<file path="config.mk">
export PLATFORM = sky130hd
export DESIGN_NAME = job_deque_with_owner_search_flat
export DESIGN_NICKNAME = d
export VERILOG_FILES = /design/src/sv/jdq_pkg.sv /design/src/sv/jdq_if.sv /design/src/sv/jdq_ram.sv /design/src/sv/job_deque_with_owner_search.sv /design/src/flat_wrapper.sv
export SDC_FILE = /design/constraint.sdc
export NUM_CORES = 1
export LEC_CHECK = 0
export BUFFER_PORTS_ARGS = -buffer_cell sky130_fd_sc_hd__buf_2
export CAP_MARGIN = 25
export CORE_MARGIN = 1
export CORE_UTILIZATION = 40
export DETAILED_ROUTE_END_ITERATION = 16
export HOLD_SLACK_MARGIN = 0.08
export SYNTH_ARGS = -nofsm -noshare
export SYNTH_HDL_FRONTEND = slang
export SYNTH_HIERARCHICAL = 1
export SYNTH_SLANG_ARGS = --single-unit
</file>
<file path="constraint.sdc">
create_clock -name clk_i -period 4.1 [get_ports clk_i]
set_input_delay 0.205 -clock clk_i [delete_from_list [all_inputs] [get_ports clk_i]]
set_output_delay 0.205 -clock clk_i [all_outputs]
set_load 0.03 [all_outputs]
</file>
<file path="src/sv/jdq_pkg.sv">
// jdq_pkg: shared types, field widths and codes for the job deque block
// used by the channel interfaces, the deque top level and its checker
package jdq_pkg;

  localparam int SLOTS_DEF      = 16;
  localparam int OWNER_BITS_DEF = 16;

  // fixed field widths of the command and result beats
  localparam int CMD_W    = 2;
  localparam int OWNER_W  = 16;
  localparam int VALUE_W  = 32;
  localparam int SLOT_W   = 4;
  localparam int STATUS_W = 2;
  localparam int COUNT_W  = 5;

  typedef enum logic [CMD_W-1:0] {
    CMD_INSERT = 2'd0,
    CMD_APPEND = 2'd1,
    CMD_REMOVE = 2'd2,
    CMD_FIND   = 2'd3
  } cmd_e;

  typedef enum logic [STATUS_W-1:0] {
    ST_OK        = 2'd0,
    ST_FULL      = 2'd1,
    ST_NOT_FOUND = 2'd2,
    ST_BAD_SLOT  = 2'd3
  } status_e;

endpackage

</file>
<file path="src/sv/jdq_if.sv">
// jdq_in_if / jdq_out_if: valid/ready channels for command and result beats
// depends on jdq_pkg for field widths
interface jdq_in_if;
  logic                                valid;
  logic                                ready;
  logic [jdq_pkg::CMD_W-1:0]           cmd;
  logic [jdq_pkg::OWNER_W-1:0]         owner_id;
  logic signed [jdq_pkg::VALUE_W-1:0]  job_value;
  logic [jdq_pkg::SLOT_W-1:0]          job_slot;

  modport source (output valid, cmd, owner_id, job_value, job_slot, input ready);
  modport sink   (input valid, cmd, owner_id, job_value, job_slot, output ready);
endinterface

interface jdq_out_if;
  logic                                valid;
  logic                                ready;
  logic [jdq_pkg::STATUS_W-1:0]        status;
  logic [jdq_pkg::SLOT_W-1:0]          slot_out;
  logic signed [jdq_pkg::VALUE_W-1:0]  value_out;
  logic [jdq_pkg::COUNT_W-1:0]         entry_count;

  modport source (output valid, status, slot_out, value_out, entry_count, input ready);
  modport sink   (input valid, status, slot_out, value_out, entry_count, output ready);
endinterface

</file>
<file path="src/sv/jdq_ram.sv">
// jdq_ram: one write port, one read port slot table with registered read data
// no dependencies; contents are undefined until written
module jdq_ram #(
  parameter int DEPTH = 16,
  parameter int WIDTH = 8
) (
  input  logic                     clk_i,
  input  logic                     we_i,
  input  logic [$clog2(DEPTH)-1:0] waddr_i,
  input  logic [WIDTH-1:0]         wdata_i,
  input  logic [$clog2(DEPTH)-1:0] raddr_i,
  output logic [WIDTH-1:0]         rdata_o
);

  logic [WIDTH-1:0] mem_q [DEPTH];

  always_ff @(posedge clk_i) begin
    if (we_i) begin
      mem_q[waddr_i] <= wdata_i;
    end
  end

  always_ff @(posedge clk_i) begin
    rdata_o <= mem_q[raddr_i];
  end

endmodule

</file>
<file path="src/sv/job_deque_with_owner_search.sv">
// Job deque with owner search: a bounded queue of jobs held as a doubly linked
// list in a table of SLOTS slots. One command beat is taken at a time and gives
// one result beat. Insert and append scan the slot-used bits from slot 0, one
// slot per cycle, for the lowest free slot and then link it in. Find walks the
// list from the head through the link memory, one entry per cycle since each
// next link comes out of a registered read, and stops at the first owner match
// or at the end of the list. A full table, a free slot removed or a find on an
// empty queue answer straight from the decode step. The block is ready again
// once the result is loaded. A result beat waits in an output register, so the
// next command is taken while it stalls.
// Depends on jdq_pkg, jdq_if and jdq_ram.
module job_deque_with_owner_search #(
  parameter int SLOTS      = jdq_pkg::SLOTS_DEF,
  parameter int OWNER_BITS = jdq_pkg::OWNER_BITS_DEF
) (
  input  logic        clk_i,
  input  logic        rst_ni,
  jdq_in_if.sink      in_i,
  jdq_out_if.source   out_o
);

  localparam int IDX_W  = $clog2(SLOTS);
  localparam int LINK_W = $clog2(SLOTS + 1);
  localparam int CNT_W  = $clog2(SLOTS + 1);
  localparam int OWN_W  = (OWNER_BITS < jdq_pkg::OWNER_W) ? OWNER_BITS : jdq_pkg::OWNER_W;
  localparam int SX_W   = ((IDX_W > jdq_pkg::SLOT_W) ? IDX_W : jdq_pkg::SLOT_W) + 1;
  localparam logic [LINK_W-1:0] NO_LINK = LINK_W'(SLOTS);

  localparam logic [3:0] S_IDLE   = 4'd0;
  localparam logic [3:0] S_DECODE = 4'd1;
  localparam logic [3:0] S_SCAN   = 4'd2;
  localparam logic [3:0] S_LINK1  = 4'd3;
  localparam logic [3:0] S_LINK2  = 4'd4;
  localparam logic [3:0] S_REMOVE = 4'd5;
  localparam logic [3:0] S_FIND   = 4'd6;
  localparam logic [3:0] S_DONE   = 4'd7;

  logic [3:0]                         state_q, state_d;
  logic [jdq_pkg::CMD_W-1:0]          cmd_q, cmd_d;
  logic [OWN_W-1:0]                   owner_q, owner_d;
  logic [jdq_pkg::VALUE_W-1:0]        value_q, value_d;
  logic [jdq_pkg::SLOT_W-1:0]         slot_q, slot_d;
  logic [IDX_W-1:0]                   head_q, head_d;
  logic [IDX_W-1:0]                   tail_q, tail_d;
  logic [CNT_W-1:0]                   count_q, count_d;
  logic [SLOTS-1:0]                   used_q, used_d;
  logic [IDX_W-1:0]                   cur_q, cur_d;
  logic [CNT_W-1:0]                   steps_q, steps_d;
  logic [jdq_pkg::STATUS_W-1:0]       res_status_q, res_status_d;
  logic [IDX_W-1:0]                   res_slot_q, res_slot_d;
  logic [jdq_pkg::VALUE_W-1:0]        res_value_q, res_value_d;

  logic                               out_valid_q, out_valid_d;
  logic [jdq_pkg::STATUS_W-1:0]       out_status_q, out_status_d;
  logic [jdq_pkg::SLOT_W-1:0]         out_slot_q, out_slot_d;
  logic [jdq_pkg::VALUE_W-1:0]        out_value_q, out_value_d;
  logic [jdq_pkg::COUNT_W-1:0]        out_count_q, out_count_d;

  logic                               in_beat;
  logic                               out_free;
  logic [SX_W-1:0]                    slot_x;
  logic                               slot_in_range;
  logic [IDX_W-1:0]                   rm_idx;
  logic [IDX_W-1:0]                   rd_addr;

  logic                               next_we, prev_we, owner_we, value_we;
  logic [IDX_W-1:0]                   next_waddr, prev_waddr;
  logic [LINK_W-1:0]                  next_wdata, prev_wdata;
  logic [LINK_W-1:0]                  next_rd, prev_rd;
  logic [OWN_W-1:0]                   owner_rd;
  logic [jdq_pkg::VALUE_W-1:0]        value_rd;

  logic                               p_ok, n_ok, nx_ok;
  logic [CNT_W-1:0]                   steps_nx;

  assign in_beat  = in_i.valid && in_i.ready;
  assign in_i.ready = (state_q == S_IDLE);
  assign out_free = !out_valid_q || out_o.ready;

  assign slot_x        = SX_W'(slot_q);
  assign slot_in_range = (slot_x < SX_W'(SLOTS));
  assign rm_idx        = slot_x[IDX_W-1:0];

  assign p_ok     = (prev_rd < NO_LINK);
  assign n_ok     = (next_rd < NO_LINK);
  assign nx_ok    = n_ok;
  assign steps_nx = steps_q + CNT_W'(1);

  // one shared read address for all four tables
  always_comb begin
    case (state_q)
      S_DECODE: rd_addr = (cmd_q == jdq_pkg::CMD_FIND) ? head_q : rm_idx;
      S_FIND:   rd_addr = next_rd[IDX_W-1:0];
      default:  rd_addr = cur_q;
    endcase
  end

  always_comb begin
    state_d      = state_q;
    cmd_d        = cmd_q;
    owner_d      = owner_q;
    value_d      = value_q;
    slot_d       = slot_q;
    head_d       = head_q;
    tail_d       = tail_q;
    count_d      = count_q;
    used_d       = used_q;
    cur_d        = cur_q;
    steps_d      = steps_q;
    res_status_d = res_status_q;
    res_slot_d   = res_slot_q;
    res_value_d  = res_value_q;

    out_valid_d  = out_valid_q && !out_o.ready;
    out_status_d = out_status_q;
    out_slot_d   = out_slot_q;
    out_value_d  = out_value_q;
    out_count_d  = out_count_q;

    next_we    = 1'b0;
    prev_we    = 1'b0;
    owner_we   = 1'b0;
    value_we   = 1'b0;
    next_waddr = cur_q;
    prev_waddr = cur_q;
    next_wdata = NO_LINK;
    prev_wdata = NO_LINK;

    case (state_q)
      S_IDLE: begin
        if (in_beat) begin
          cmd_d   = in_i.cmd;
          owner_d = OWN_W'(in_i.owner_id);
          value_d = in_i.job_value;
          slot_d  = in_i.job_slot;
          state_d = S_DECODE;
        end
      end

      S_DECODE: begin
        res_status_d = jdq_pkg::ST_OK;
        res_slot_d   = '0;
        res_value_d  = '0;
        case (cmd_q)
          jdq_pkg::CMD_INSERT, jdq_pkg::CMD_APPEND: begin
            if (count_q == CNT_W'(SLOTS)) begin
              res_status_d = jdq_pkg::ST_FULL;
              state_d      = S_DONE;
            end else begin
              cur_d   = '0;
              state_d = S_SCAN;
            end
          end
          jdq_pkg::CMD_REMOVE: begin
            if (!slot_in_range || !used_q[rm_idx]) begin
              res_status_d = jdq_pkg::ST_BAD_SLOT;
              state_d      = S_DONE;
            end else begin
              cur_d   = rm_idx;
              state_d = S_REMOVE;
            end
          end
          default: begin
            if (count_q == '0) begin
              res_status_d = jdq_pkg::ST_NOT_FOUND;
              state_d      = S_DONE;
            end else begin
              cur_d   = head_q;
              steps_d = '0;
              state_d = S_FIND;
            end
          end
        endcase
      end

      // lowest free slot, one used bit per cycle
      S_SCAN: begin
        if (!used_q[cur_q]) begin
          state_d = S_LINK1;
        end else begin
          cur_d = cur_q + IDX_W'(1);
        end
      end

      S_LINK1: begin
        owner_we = 1'b1;
        value_we = 1'b1;
        next_we  = 1'b1;
        prev_we  = 1'b1;
        next_wdata = (cmd_q == jdq_pkg::CMD_APPEND || count_q == '0) ?
                     NO_LINK : LINK_W'(head_q);
        prev_wdata = (cmd_q == jdq_pkg::CMD_INSERT || count_q == '0) ?
                     NO_LINK : LINK_W'(tail_q);
        if (count_q == '0) begin
          head_d         = cur_q;
          tail_d         = cur_q;
          used_d[cur_q]  = 1'b1;
          count_d        = count_q + CNT_W'(1);
          res_slot_d     = cur_q;
          state_d        = S_DONE;
        end else begin
          state_d = S_LINK2;
        end
      end

      // back link of the old head or forward link of the old tail
      S_LINK2: begin
        if (cmd_q == jdq_pkg::CMD_INSERT) begin
          prev_we    = 1'b1;
          prev_waddr = head_q;
          prev_wdata = LINK_W'(cur_q);
          head_d     = cur_q;
        end else begin
          next_we    = 1'b1;
          next_waddr = tail_q;
          next_wdata = LINK_W'(cur_q);
          tail_d     = cur_q;
        end
        used_d[cur_q] = 1'b1;
        count_d       = count_q + CNT_W'(1);
        res_slot_d    = cur_q;
        state_d       = S_DONE;
      end

      // links of the removed slot are on the read port now
      S_REMOVE: begin
        if (p_ok) begin
          next_we    = 1'b1;
          next_waddr = prev_rd[IDX_W-1:0];
          next_wdata = next_rd;
        end else begin
          head_d = n_ok ? next_rd[IDX_W-1:0] : '0;
        end
        if (n_ok) begin
          prev_we    = 1'b1;
          prev_waddr = next_rd[IDX_W-1:0];
          prev_wdata = prev_rd;
        end else begin
          tail_d = p_ok ? prev_rd[IDX_W-1:0] : '0;
        end
        used_d[cur_q] = 1'b0;
        count_d       = count_q - CNT_W'(1);
        res_slot_d    = cur_q;
        res_value_d   = value_rd;
        state_d       = S_DONE;
      end

      S_FIND: begin
        if (used_q[cur_q] && owner_rd == owner_q) begin
          res_slot_d  = cur_q;
          res_value_d = value_rd;
          state_d     = S_DONE;
        end else if (steps_nx >= count_q || !nx_ok) begin
          res_status_d = jdq_pkg::ST_NOT_FOUND;
          state_d      = S_DONE;
        end else begin
          cur_d   = next_rd[IDX_W-1:0];
          steps_d = steps_nx;
        end
      end

      S_DONE: begin
        if (out_free) begin
          out_valid_d  = 1'b1;
          out_status_d = res_status_q;
          out_slot_d   = jdq_pkg::SLOT_W'(res_slot_q);
          out_value_d  = res_value_q;
          out_count_d  = jdq_pkg::COUNT_W'(count_q);
          state_d      = S_IDLE;
        end
      end

      default: state_d = S_IDLE;
    endcase
  end

  always_ff @(posedge clk_i or negedge rst_ni) begin
    if (!rst_ni) begin
      state_q     <= S_IDLE;
      head_q      <= '0;
      tail_q      <= '0;
      count_q     <= '0;
      used_q      <= '0;
      out_valid_q <= 1'b0;
    end else begin
      state_q     <= state_d;
      head_q      <= head_d;
      tail_q      <= tail_d;
      count_q     <= count_d;
      used_q      <= used_d;
      out_valid_q <= out_valid_d;
    end
  end

  always_ff @(posedge clk_i) begin
    cmd_q        <= cmd_d;
    owner_q      <= owner_d;
    value_q      <= value_d;
    slot_q       <= slot_d;
    cur_q        <= cur_d;
    steps_q      <= steps_d;
    res_status_q <= res_status_d;
    res_slot_q   <= res_slot_d;
    res_value_q  <= res_value_d;
    out_status_q <= out_status_d;
    out_slot_q   <= out_slot_d;
    out_value_q  <= out_value_d;
    out_count_q  <= out_count_d;
  end

  jdq_ram #(.DEPTH(SLOTS), .WIDTH(LINK_W)) u_next_ram (
    .clk_i   (clk_i),
    .we_i    (next_we),
    .waddr_i (next_waddr),
    .wdata_i (next_wdata),
    .raddr_i (rd_addr),
    .rdata_o (next_rd)
  );

  jdq_ram #(.DEPTH(SLOTS), .WIDTH(LINK_W)) u_prev_ram (
    .clk_i   (clk_i),
    .we_i    (prev_we),
    .waddr_i (prev_waddr),
    .wdata_i (prev_wdata),
    .raddr_i (rd_addr),
    .rdata_o (prev_rd)
  );

  jdq_ram #(.DEPTH(SLOTS), .WIDTH(OWN_W)) u_owner_ram (
    .clk_i   (clk_i),
    .we_i    (owner_we),
    .waddr_i (cur_q),
    .wdata_i (owner_q),
    .raddr_i (rd_addr),
    .rdata_o (owner_rd)
  );

  jdq_ram #(.DEPTH(SLOTS), .WIDTH(jdq_pkg::VALUE_W)) u_value_ram (
    .clk_i   (clk_i),
    .we_i    (value_we),
    .waddr_i (cur_q),
    .wdata_i (value_q),
    .raddr_i (rd_addr),
    .rdata_o (value_rd)
  );

  assign out_o.valid       = out_valid_q;
  assign out_o.status      = out_status_q;
  assign out_o.slot_out    = out_slot_q;
  assign out_o.value_out   = out_value_q;
  assign out_o.entry_count = out_count_q;

endmodule

</file>
<file path="src/flat_wrapper.sv">
// flat-port wrapper written by rule: the top's interface ports become plain ports
module job_deque_with_owner_search_flat 
#(
  parameter int SLOTS      = jdq_pkg::SLOTS_DEF,
  parameter int OWNER_BITS = jdq_pkg::OWNER_BITS_DEF
)
  (clk_i, rst_ni, in_i_valid, in_i_cmd, in_i_owner_id, in_i_job_value, in_i_job_slot, in_i_ready, out_o_valid, out_o_status, out_o_slot_out, out_o_value_out, out_o_entry_count, out_o_ready);
  jdq_in_if in_i_i ();
  jdq_out_if out_o_i ();
  input  logic clk_i;
  input  logic rst_ni;
  input wire logic [$bits(in_i_i.valid)-1:0] in_i_valid;
  input wire logic [$bits(in_i_i.cmd)-1:0] in_i_cmd;
  input wire logic [$bits(in_i_i.owner_id)-1:0] in_i_owner_id;
  input wire logic [$bits(in_i_i.job_value)-1:0] in_i_job_value;
  input wire logic [$bits(in_i_i.job_slot)-1:0] in_i_job_slot;
  output wire logic [$bits(in_i_i.ready)-1:0] in_i_ready;
  output wire logic [$bits(out_o_i.valid)-1:0] out_o_valid;
  output wire logic [$bits(out_o_i.status)-1:0] out_o_status;
  output wire logic [$bits(out_o_i.slot_out)-1:0] out_o_slot_out;
  output wire logic [$bits(out_o_i.value_out)-1:0] out_o_value_out;
  output wire logic [$bits(out_o_i.entry_count)-1:0] out_o_entry_count;
  input wire logic [$bits(out_o_i.ready)-1:0] out_o_ready;
  assign in_i_i.valid = in_i_valid;
  assign in_i_i.cmd = in_i_cmd;
  assign in_i_i.owner_id = in_i_owner_id;
  assign in_i_i.job_value = in_i_job_value;
  assign in_i_i.job_slot = in_i_job_slot;
  assign in_i_ready = in_i_i.ready;
  assign out_o_valid = out_o_i.valid;
  assign out_o_status = out_o_i.status;
  assign out_o_slot_out = out_o_i.slot_out;
  assign out_o_value_out = out_o_i.value_out;
  assign out_o_entry_count = out_o_i.entry_count;
  assign out_o_i.ready = out_o_ready;
  job_deque_with_owner_search #(.SLOTS(SLOTS), .OWNER_BITS(OWNER_BITS)) u_core (.clk_i(clk_i), .rst_ni(rst_ni), .in_i(in_i_i), .out_o(out_o_i));
endmodule
</file>
Yosys cells after proc, flatten, opt, wreduce, memory -nomap -nowiden
Memories as Yosys holds them, arrays and structs flattened. A register that Yosys moved wholly into a read port is not among the register bits.
Index checks and enable logic that the tools add are counted.
{"block": "op_classes", "n_reduce_logical": 36, "n_eq_ne": 30, "bitwise_logic": 3, "muxes": 85, "order_cmp": 7, "add_sub_neg": 4}
{"operator": "$mux W4", "n": 24}
{"operator": "$pmux W32 S3", "n": 1}
{"operator": "$mux W5", "n": 11}
{"operator": "$pmux W16 S3", "n": 1}
{"operator": "$pmux W5 S3", "n": 3}
{"operator": "$pmux W4 S2", "n": 5}
{"operator": "$pmux W4 S3", "n": 3}
{"operator": "$mux W32", "n": 1}
{"operator": "$pmux W4 S7", "n": 1}
{"operator": "$mux W1", "n": 18}
{"operator": "$ne A2 B2 Y1 const B", "n": 9}
{"operator": "$and A16 B16 Y16", "n": 1}
{"operator": "$eq A16 B16 Y1", "n": 1}
{"operator": "$eq A4 B3 Y1 const B", "n": 4}
{"operator": "$mux W16", "n": 1}
{"operator": "$not A16 Y16", "n": 1}
{"operator": "$or A16 B16 Y16", "n": 1}
{"operator": "$pmux W4 S4", "n": 1}
{"operator": "$lt A4 B5 Y1 const B", "n": 3}
{"operator": "$mux W2", "n": 6}
{"operator": "$ne A2 B1 Y1 const B", "n": 6}
{"operator": "$add A5 B1 Y5 const B", "n": 2}
{"operator": "$lt A5 B5 Y1 const B", "n": 2}
{"operator": "$pmux W5 S2", "n": 1}
{"operator": "other kinds (32)", "n": 58}
{"block": "totals", "ramBits": 928, "out_inout_bits": 45, "wordCells": 188, "in_bits": 58, "ff_bits": 178, "memories": 4}
{"name": "u_core.u_value_ram.mem_q", "depth": 16, "width": 32, "rd": 1, "rd_clocked_by_memory_dff": 1, "wr": 1, "line": "jdq_ram.sv:15", "rtl": "logic [WIDTH-1:0] mem_q [DEPTH];"}
{"name": "u_core.u_owner_ram.mem_q", "depth": 16, "width": 16, "rd": 1, "rd_clocked_by_memory_dff": 1, "wr": 1, "line": "jdq_ram.sv:15"}
{"name": "u_core.u_next_ram.mem_q", "depth": 16, "width": 5, "rd": 1, "rd_clocked_by_memory_dff": 1, "wr": 1, "line": "jdq_ram.sv:15"}
{"name": "u_core.u_prev_ram.mem_q", "depth": 16, "width": 5, "rd": 1, "rd_clocked_by_memory_dff": 1, "wr": 1, "line": "jdq_ram.sv:15"}

Logic depth before layout (Yosys ltp)
Gate-level depths: netlist of the first run.
{"block": "logic_depth", "word_depth": 7, "mapped_depth": 12, "ltp_nobuf": 9}

Modules after synthesis
The synthesis of the first run kept the hierarchy.
{"mod": "jdq_ram (u_core.u_value_ram)", "n_inst": 1, "seq_area_each_um2": 16015.4, "area_each_um2": 19835.3, "cells_each": 838}
{"mod": "jdq_ram (u_core.u_owner_ram)", "n_inst": 1, "seq_area_each_um2": 8007.7, "area_each_um2": 10042.1, "cells_each": 432}
{"mod": "job_deque_with_owner_search", "n_inst": 1, "seq_area_each_um2": 5149.9, "area_each_um2": 7812.5, "cells_each": 587}
{"mod": "jdq_ram (u_core.u_next_ram ...)", "n_inst": 2, "seq_area_each_um2": 2502.4, "area_each_um2": 3213.1, "cells_each": 155}

Worst setup path before layout of the first run
No wires, ideal clock.
{"block": "synth_path", "kind": "register to register", "from": "register u_core.state_q[0]", "to": "memory u_core/u_value_ram/mem_q[0][0] (netlist name) (enable)", "arrival_time_ps": 3713, "stages_incl_launch_ff": 7, "synth_period_minus_slack_ps": 4174, "path_buffers": 1, "setup_time_ps": 461, "t_required_ps": 3639, "path_slack_ps": -74, "path_cell_list": "dfrtp_1 nand2_1 or2_1 buf_2 inv_1 or3b_2 nor3_1"}
{"block": "synth_between", "elab_chain_len": 4}
{"item": "from (decl)", "line": "job_deque_with_owner_search.sv:38", "rtl": "logic [3:0] state_q, state_d;"}
{"item": "from (signal assigned)", "line": "job_deque_with_owner_search.sv:286", "rtl": "state_q <= state_d;"}
{"item": "$eq A4 B2 Y1"}
{"item": "$mux W1"}
{"item": "net u_core.owner_we", "line": "job_deque_with_owner_search.sv:66", "rtl": "logic next_we, prev_we, owner_we, value_we;"}
{"item": "$mux W1", "line": "jdq_ram.sv:18", "rtl": "if (we_i) begin"}
{"item": "$mux W1 (implied by the code)", "line": "jdq_ram.sv:19", "rtl": "mem_q[waddr_i] <= wdata_i;"}
{"item": "to (decl)", "line": "jdq_ram.sv:15"}
The timed path passes the listed nets, and every way through them passes these cells.

Worst setup path after layout of the first run
{"block": "layout_path", "from": "register u_core.state_q[1]", "to": "register u_core.u_prev_ram.rdata_o[4] (read register of u_core.u_prev_ram.mem_q)"}
{"block": "layout_between", "elab_chain_len": 2, "elab_cells_between_ends": 3, "classes_between": "2 x eq/ne; 1 x mux"}
{"item": "$eq A4 B3 Y1 or $eq A4 B1 Y1 (tied branches)", "line": "job_deque_with_owner_search.sv:91", "rtl": "case (state_q)"}
{"item": "$pmux W4 S2 (*)", "line": "job_deque_with_owner_search.sv:91"}
{"item": "net u_core.rd_addr[0]", "line": "job_deque_with_owner_search.sv:64", "rtl": "logic [IDX_W-1:0] rd_addr;"}
{"item": "to (decl)", "line": "jdq_ram.sv:12", "rtl": "output logic [WIDTH-1:0] rdata_o"}
The timed path passes the listed nets; every way through them passes the cells marked *.
A chain may end at the register's enable or synchronous reset.

==> impl_metrics.csv, run 1 <==
group,metric,value,unit
worst_setup_path,crit_arrival,3.99,ns
timing,worst_clock_skew,0.0498,ns
hold_path,worstHoldPathType,"input pin to flip-flop",
synth,synthArstFlopShare,2.84,%
detailed_routing,vias,21806,
worst_setup_path,cp.required,4.64,ns
synth,synthCells,2167,
global_routing,grtUsageTotal,18.0,%
timing,report.final.hold_viol_count,0,
timing,fmax,290,MHz
layout,finalNetCount,2510,
detailed_routing,drtAntennaViolNets,0,
die,dieWidth,334,µm
global_routing,grt_pass1_vias,22828,
synth,synth_area_leader_cell,"edfxtp_1",
power,vdd_drop_max,0.000743,V
detailed_routing,vias_per_cell,5.43,
layout,syn_to_final_growth,16.8,%
timing,rsz0062_at_grt,"false",
power,leakage,16.9,nW
worst_setup_path,start_kind,"flip-flop",
clock_network,clock_sinks,1163,
timing,setup_tns,0,ns
layout,finalInstanceArea,0.0515,mm²
timing,period_needed,3.45,ns
placement,post-place-ws,0.620,ns
detailed_routing,drtIter0Drc,1983,
layout,instances_no_fill,4016,
die,start_util,40.4,%
timing,drv_slew,0,
detailed_routing,wl,99600,µm
clock_network,clkSlewWorstSetupHoldPaths,0.06,ns
synth,syn_area_per_cell,20.4,µm²
synth,synth_fp_nets,2239,
timing,worst_slew_pin_slew,0.967,ns
synth,ys_ff_latch,1163,
layout,drive_gt1_share,25.8,%
worst_setup_path,worstSetupEndpointType,"flip-flop",
status,outcome,"finished clean",
layout,fin_util,47.2,%
timing,finalCritPeriodShare,84.1,%
synth,synth_area_leaders,"edfxtp_1 73%, mux4_2 12%, dfxtp_1 2.6%",
synth,syn_area,0.0441,mm²
timing,slew_headroom,35.3,%
synth,synth_top_area_share,73.0,%
clock_network,numCtsBuffers,117,
worst_setup_path,critical_path.max_fanout,48,
timing,finalWorstSetupSlack,0.651,ns
global_routing,antenna_found_initial,2,
synth,ys_dominant_reg_cell,"edfxtp_1",
die,rows,121,
global_routing,grt_max_degree,56,
clock_network,clock-root-buffer,"clkbuf_16",
die,fp.dieH,334,µm
global_routing,grt-ovfl-total,0,
placement,dp.cells,3739,
clock_network,cts-htree-levels,3,
global_routing,grt_pass1_wl,148000,µm
die,core,0.109,mm²
timing,setup_viol,0,
die,die_area,0.112,mm²
layout,fillers,9053,
detailed_routing,wire_per_inst,24.8,µm
worst_setup_path,setup.worst_path.class,"flip-flop to flip-flop",
detailed_routing,dr.pass1.iters,6,
job,cap_violations,0,
synth,synth_edf_count,1072,
synth,synth_cell_type_count,54,
placement,dpl.hpwl,57900,µm
placement,dpl_cell_area,0.0471,mm²
power,power_density,774,mW/mm²
synth,ys.warnings.count,6,
placement,port_buffers,102,
placement,globalplace.congestion,0.857,
synth,seq_area_frac_synth,77.5,%
clock_network,cts_buffer_depth,3,
detailed_routing,drc_errors,0,
clock_network,cts_tree,"built",
die,io_pins,103,
clock_network,clock_latency,0.70,ns
-- final cells by class --
type	instances	area (µm²)	share of cell area, %
repair buffers	258	1980	3.85
well taps	1476	1850	3.58
flip-flops and latches	1163	34200	66.3
clock buffers	159	3260	6.32
multi-input cells	877	9540	18.5
diodes	1	2.50	0.00486
clock inverters	61	647	1.26
inverters	21	78.8	0.153
-- power by group --
part / internal [mW] / leakage (nW) / switching, mW
Combinational: 5.86 / 4.40 / 7.73
Clock: 6.26 / 1.90 / 4.42
Sequential: 14.8 / 10.6 / 0.806
Total: 26.9 / 16.9 / 13.0
-- cell families (layout without fill, tap and decap cells) --
kind of cell | count (synthesis) | after routing | share of synthesized area [%]
muxes | 253 | 253 | 12.7
AOI/OAI and AO/OA | 235 | 235 | 3.65
adders and majority gates | 14 | 14 | 0.414
buffers and inverters | 127 | 499 | 1.40
and+or+nand+nor | 348 | 348 | 3.85
DFF | 1163 | 1163 | 77.5
xor gates and xnor gates | 27 | 27 | 0.536
other | 0 | 1 | 0
-- cell usage after synthesis, types with 3 or more instances --
master / count
edfxtp_1: 1072
mux4_2: 230
a22oi_1: 123
nand2_1: 106
nor2_1: 84
dfxtp_1: 58
a21oi_1: 46
and2_1: 43
clkbuf_1: 43
dfrtp_1: 33
nand3_1: 31
nor3_1: 24
xnor2_1: 24
buf_2: 22
inv_1: 21
o21ai_0: 19
buf_4: 18
buf_1: 17
a31oi_1: 15
nor2b_1: 15
ha_1: 13
nand2b_1: 12
nand3b_1: 11
mux4_1: 10
a222oi_1: 8
a21o_1: 7
mux2i_1: 7
buf_6: 6
o22ai_1: 6
mux2_4: 4
nand3_2: 4
nand4_1: 4
or3b_2: 4
and3_1: 3
xor2_1: 3
-- sequential cells by signal (all words and copies together), names as in the netlist, 3 cells and up, named ones only --
name and count:
u_core/u_owner_ram/mem_q 256, u_core/steps_q 5, u_core/out_o.value_out 32, u_core/count_q 5, u_core/u_owner_ram/rdata_o 16, u_core/state_q 3
u_core/out_o.entry_count 5, u_core/out_o.slot_out 4, u_core/owner_q 16, u_core/head_q 4, u_core/u_value_ram/rdata_o 32, u_core/cur_q 4
u_core/u_prev_ram/rdata_o 5, u_core/res_value_q 32, u_core/u_value_ram/mem_q 512, u_core/res_slot_q 4, u_core/value_q 32, u_core/rm_idx 4
u_core/u_prev_ram/mem_q 80, u_core/u_next_ram/mem_q 80, u_core/tail_q 4, u_core/u_next_ram/rdata_o 5
-- stage by stage --
step                      hold slack [ns]  total power [mW]
after floorplan                   -0.0906              25.4
after global placement              0.352              29.4
after detailed placement            0.367              29.6
after CTS                           0.118              40.4
after global routing                0.130              41.8
final                               0.149              39.9
-- repair_timing --
item / in CTS / in global routing
hold buffers: 56 / 0
hold endpoints to repair: 89 / 0
buffers inserted: 0 / 0
gates resized for setup: 0 / 0
-- cell usage in the layout (no fill, tap or decap), types with 14 or more instances in the layout --
cell / synthesis / routed
mux4_2: 230 / 230
a22oi_1: 123 / 123
buf_4: 18 / 87
dlygate4sd3_1: 0 / 56
nand3_1: 31 / 31
and2_1: 43 / 41
clkbuf_16: 0 / 119
nor3_1: 24 / 16
edfxtp_1: 1072 / 1072
a31oi_1: 15 / 15
o21ai_0: 19 / 15
clkinv_2: 0 / 18
clkinv_1: 0 / 18
nor2_4: 0 / 14
clkbuf_1: 43 / 27
dfrtp_1: 33 / 33
a21oi_1: 46 / 46
inv_1: 21 / 21
nand2_1: 106 / 106
buf_2: 22 / 102
xnor2_1: 24 / 24
nor2_1: 84 / 70
dfxtp_1: 58 / 58
-- routing by layer --
| layer | wire length [µm] | up-vias | track usage (%) |
|---|---|---|---|
| met2 | 49600 | 726 | 30.1 |
| met1 | 41500 | 11477 | 24.0 |
| met4 | 2500 | 2 | 4.98 |
| met5 | 13 | - | 0 |
| li1 | - | 9423 | - |
| met3 | 6110 | 178 | 3.46 |
-- critical path, cell delays in order, from the launching register on --
cell and delay [ns]:
dfrtp_1 0.53, nor2b_1 0.24, and2_1 0.29, nor2_1 0.33
a22oi_1 0.18, o21ai_4 0.31, buf_12 0.41, mux4_2 0.56
a22oi_1 0.30, nand3_1 0.12
-- path summary, 6_finish.rpt --
kind	depth (start not counted)	endpoint	slack, ns	from
worst min register to register	0	u_core/out_o.slot_out[3]	0.42	u_core/res_slot_q[3]
worst min-delay path	2	u_core/cmd_q[0]	0.15	in_i_valid
worst max register to register	9	u_core/u_prev_ram/rdata_o[4]	0.65	u_core/state_q[1]
worst max-delay path	9	u_core/u_prev_ram/rdata_o[4]	0.65	u_core/state_q[1]
max in group asynchronous	2	u_core/count_q[2]	3.34	rst_ni
min in group asynchronous	2	u_core/head_q[2]	0.16	rst_ni
(Power assumes the default switching activity.)
==> run 2: changes to the inputs <==
==> constraint.sdc (replaced) <==
create_clock -name clk_i -period 3.4 [get_ports clk_i]
set_input_delay 0.17 -clock clk_i [delete_from_list [all_inputs] [get_ports clk_i]]
set_output_delay 0.17 -clock clk_i [all_outputs]
set_load 0.03 [all_outputs]
==> run 2 against run 1 <==
  * Largest power group unchanged
  * Hold slack improved by 0.019 ns
  * Cell area rose by 0.37%
  * Non-clock buffer count rose by 13
  * Largest cell class unchanged
  * Clock power rose by 21%
==> impl_metrics.csv, run 2 (same netlist as run 1, synthesis figures left out) <==
group,metric,value,unit
status,outcome,"finished clean",
power,p_int,32.7,mW
layout,regMostFlops,"u_core/u_value_ram/mem_q",
worst_setup_path,start_kind,"flip-flop",
power,leakage,17.0,nW
worst_setup_path,critical_path.max_fanout,11,
worst_setup_path,cp_num_buf_inv,0,
power,combPwrFrac,34.4,%
job,cap_violations,0,
die,die_area,0.112,mm²
power,power_density,934,mW/mm²
die,core,0.109,mm²
global_routing,grt_pass1_wl,149000,µm
worst_setup_path,worstRegToRegCells,7,
detailed_routing,top_layer,"met4",
layout,reg_top3,"u_core/u_value_ram/mem_q x512, u_core/u_owner_ram/mem_q x256",
timing,finalCritPeriodShare,94.6,%
detailed_routing,vias_per_cell,5.42,
die,rows,121,
power,vdd_drop_max,0.00105,V
worst_setup_path,cpLargestDelayFamily,"simple AND/OR/NAND/NOR gates",
layout,layout_common_cells,"1072 x edfxtp_1, 230 x mux4_2, 123 x a22oi_1, 117 x clkbuf_16, 106 x nand2_1",
worst_setup_path,cp.depth,7,
worst_setup_path,cp.required,3.73,ns
layout,finalNetCount,2522,
clock_network,cts_tree,"built",
power,pwr-share-clk,26.6,%
layout,instances_no_fill,4027,
layout,syn_to_final_growth,17.2,%
global_routing,grt_pass1_vias,22510,
placement,dp.cells,3752,
clock_network,clkSlewWorstSetupHoldPaths,0.07,ns
detailed_routing,drtIter0Drc,2211,
layout,drive_gt1_share,26.3,%
power,p_sw,15.6,mW
detailed_routing,dr.pass1.iters,6,
placement,dpl.hpwl,56800,µm
timing,setup_tns,0,ns
placement,globalplace.congestion,0.862,
global_routing,grt-ovfl-total,0,
timing,report.final.hold_viol_count,0,
die,dieWidth,334,µm
detailed_routing,drc_errors,0,
timing,drv_slew,0,
timing,fmax,311,MHz
timing,period_needed,3.21,ns
timing,rsz0062_at_grt,"false",
power,pwr-share-seq,39.0,%
hold_path,worstHoldPathType,"input pin to async pin",
layout,largest_reg_flops,512,
placement,port_buffers,102,
detailed_routing,wl_met2,49400,µm
die,io_pins,103,
timing,setup_viol,0,
global_routing,grtUsageTotal,18.0,%
clock_network,clock-root-buffer,"clkbuf_16",
worst_setup_path,crit_path_max_incr_delay,0.57,ns
worst_setup_path,crit_slowest_cell,"a21oi_1",
layout,final_common_cell,"edfxtp_1",
timing,slew_headroom,42.4,%
detailed_routing,dr_wl_met3,5560,µm
detailed_routing,wl_met1,43200,µm
detailed_routing,wl,99900,µm
clock_network,clock_latency,0.69,ns
worst_setup_path,crit_arrival,3.54,ns
detailed_routing,wire_per_inst,24.8,µm
clock_network,numCtsBuffers,116,
die,start_util,40.4,%
timing,worst_slew_pin_slew,0.864,ns
clock_network,cts_buffer_depth,3,
worst_setup_path,worstSetupEndpointType,"flip-flop",
clock_network,clock_sinks,1163,
layout,fillers,8959,
die,fp.dieH,334,µm
power,p_sw_share,32.2,%
global_routing,grt_max_degree,109,
detailed_routing,vias,21842,
worst_setup_path,setup.worst_path.class,"flip-flop to flip-flop",
timing,worst_clock_skew,0.0264,ns
clock_network,cts_resized,0,
detailed_routing,drtAntennaViolNets,0,
worst_setup_path,cp_cell_sequence,"nor2_1 -> o21ai_0 -> o21ai_0 -> o22ai_1 -> a21oi_1 -> nand2_1 -> nor2_1",
clock_network,cts-htree-levels,3,
global_routing,antenna_found_initial,1,
==> run 2: cell types whose count changed in the layout (fill, tap and decap cells not counted), sizes merged <==
cell,delta
buf,+13
clkbuf,-3
clkinvlp,+2
inv,-3
bufinv,+2
==> run 2: per-layer routing <==
metal  track usage (%)  up-vias
met3              2.92      124
li1                  -     9460
met5                 0        -
met4              3.88        0
met1              25.1    11570
met2              30.0      688
==> run 2: layout make-up <==
class	count	area [µm²]	share of cell area [%]
flip-flops and latches	1163	34200	66.1
multi-input cells	877	9550	18.5
clock buffers	156	3190	6.18
repair buffers	271	2170	4.19
well taps	1476	1850	3.57
clock inverters	62	698	1.35
inverters	21	78.8	0.152
diodes	1	2.50	0.00484
==> run 2: metrics by stage <==
| step | total power, mW | util [%] | hold WS (ns) | cell area, µm² | setup slack, ns |
|---|---|---|---|---|---|
| after floorplan | 30.7 | - | -0.126 | 44100 | 0.0975 |
| after global placement | 35.5 | 43.3 | 0.313 | 47200 | 0.379 |
| after detailed placement | 35.9 | 43.3 | 0.318 | 47300 | 0.281 |
| after CTS | 48.9 | 47.4 | 0.123 | 51700 | 0.267 |
| after global routing | 50.6 | 47.4 | 0.152 | 51700 | 0.0338 |
| final | 48.3 | 47.4 | 0.168 | 51700 | 0.185 |
==> run 2: power by group through the flow <==
stage               logic [mW]  registers, mW  clock network, mW
floorplan                 11.6           19.1                  0
global placement          16.5           19.1                  0
detailed placement        16.7           19.1                  0
CTS                       16.9           18.8               13.2
global route              17.9           19.0               13.7
finish                    16.6           18.8               12.9
==> run 2: final timing paths <==
kind,from,to,slack (ns)
max,u_core/cmd_q[1],u_core/u_prev_ram/mem_q[15][3],0.19
min,rst_ni,u_core/out_o.valid,0.17
max reg2reg,u_core/cmd_q[1],u_core/u_prev_ram/mem_q[15][3],0.19
min reg2reg,u_core/res_value_q[28],u_core/out_o.value_out[28],0.41
max in group asynchronous,rst_ni,async pin,2.68
min in group clk_i,in_i_valid,u_core/state_q[0],0.17
==> run 2: timing repair <==
action                                 4_1_cts  5_1_grt
endpoints found under the hold margin       89        0
setup buffers                                0        0
hold buffers                                56        0
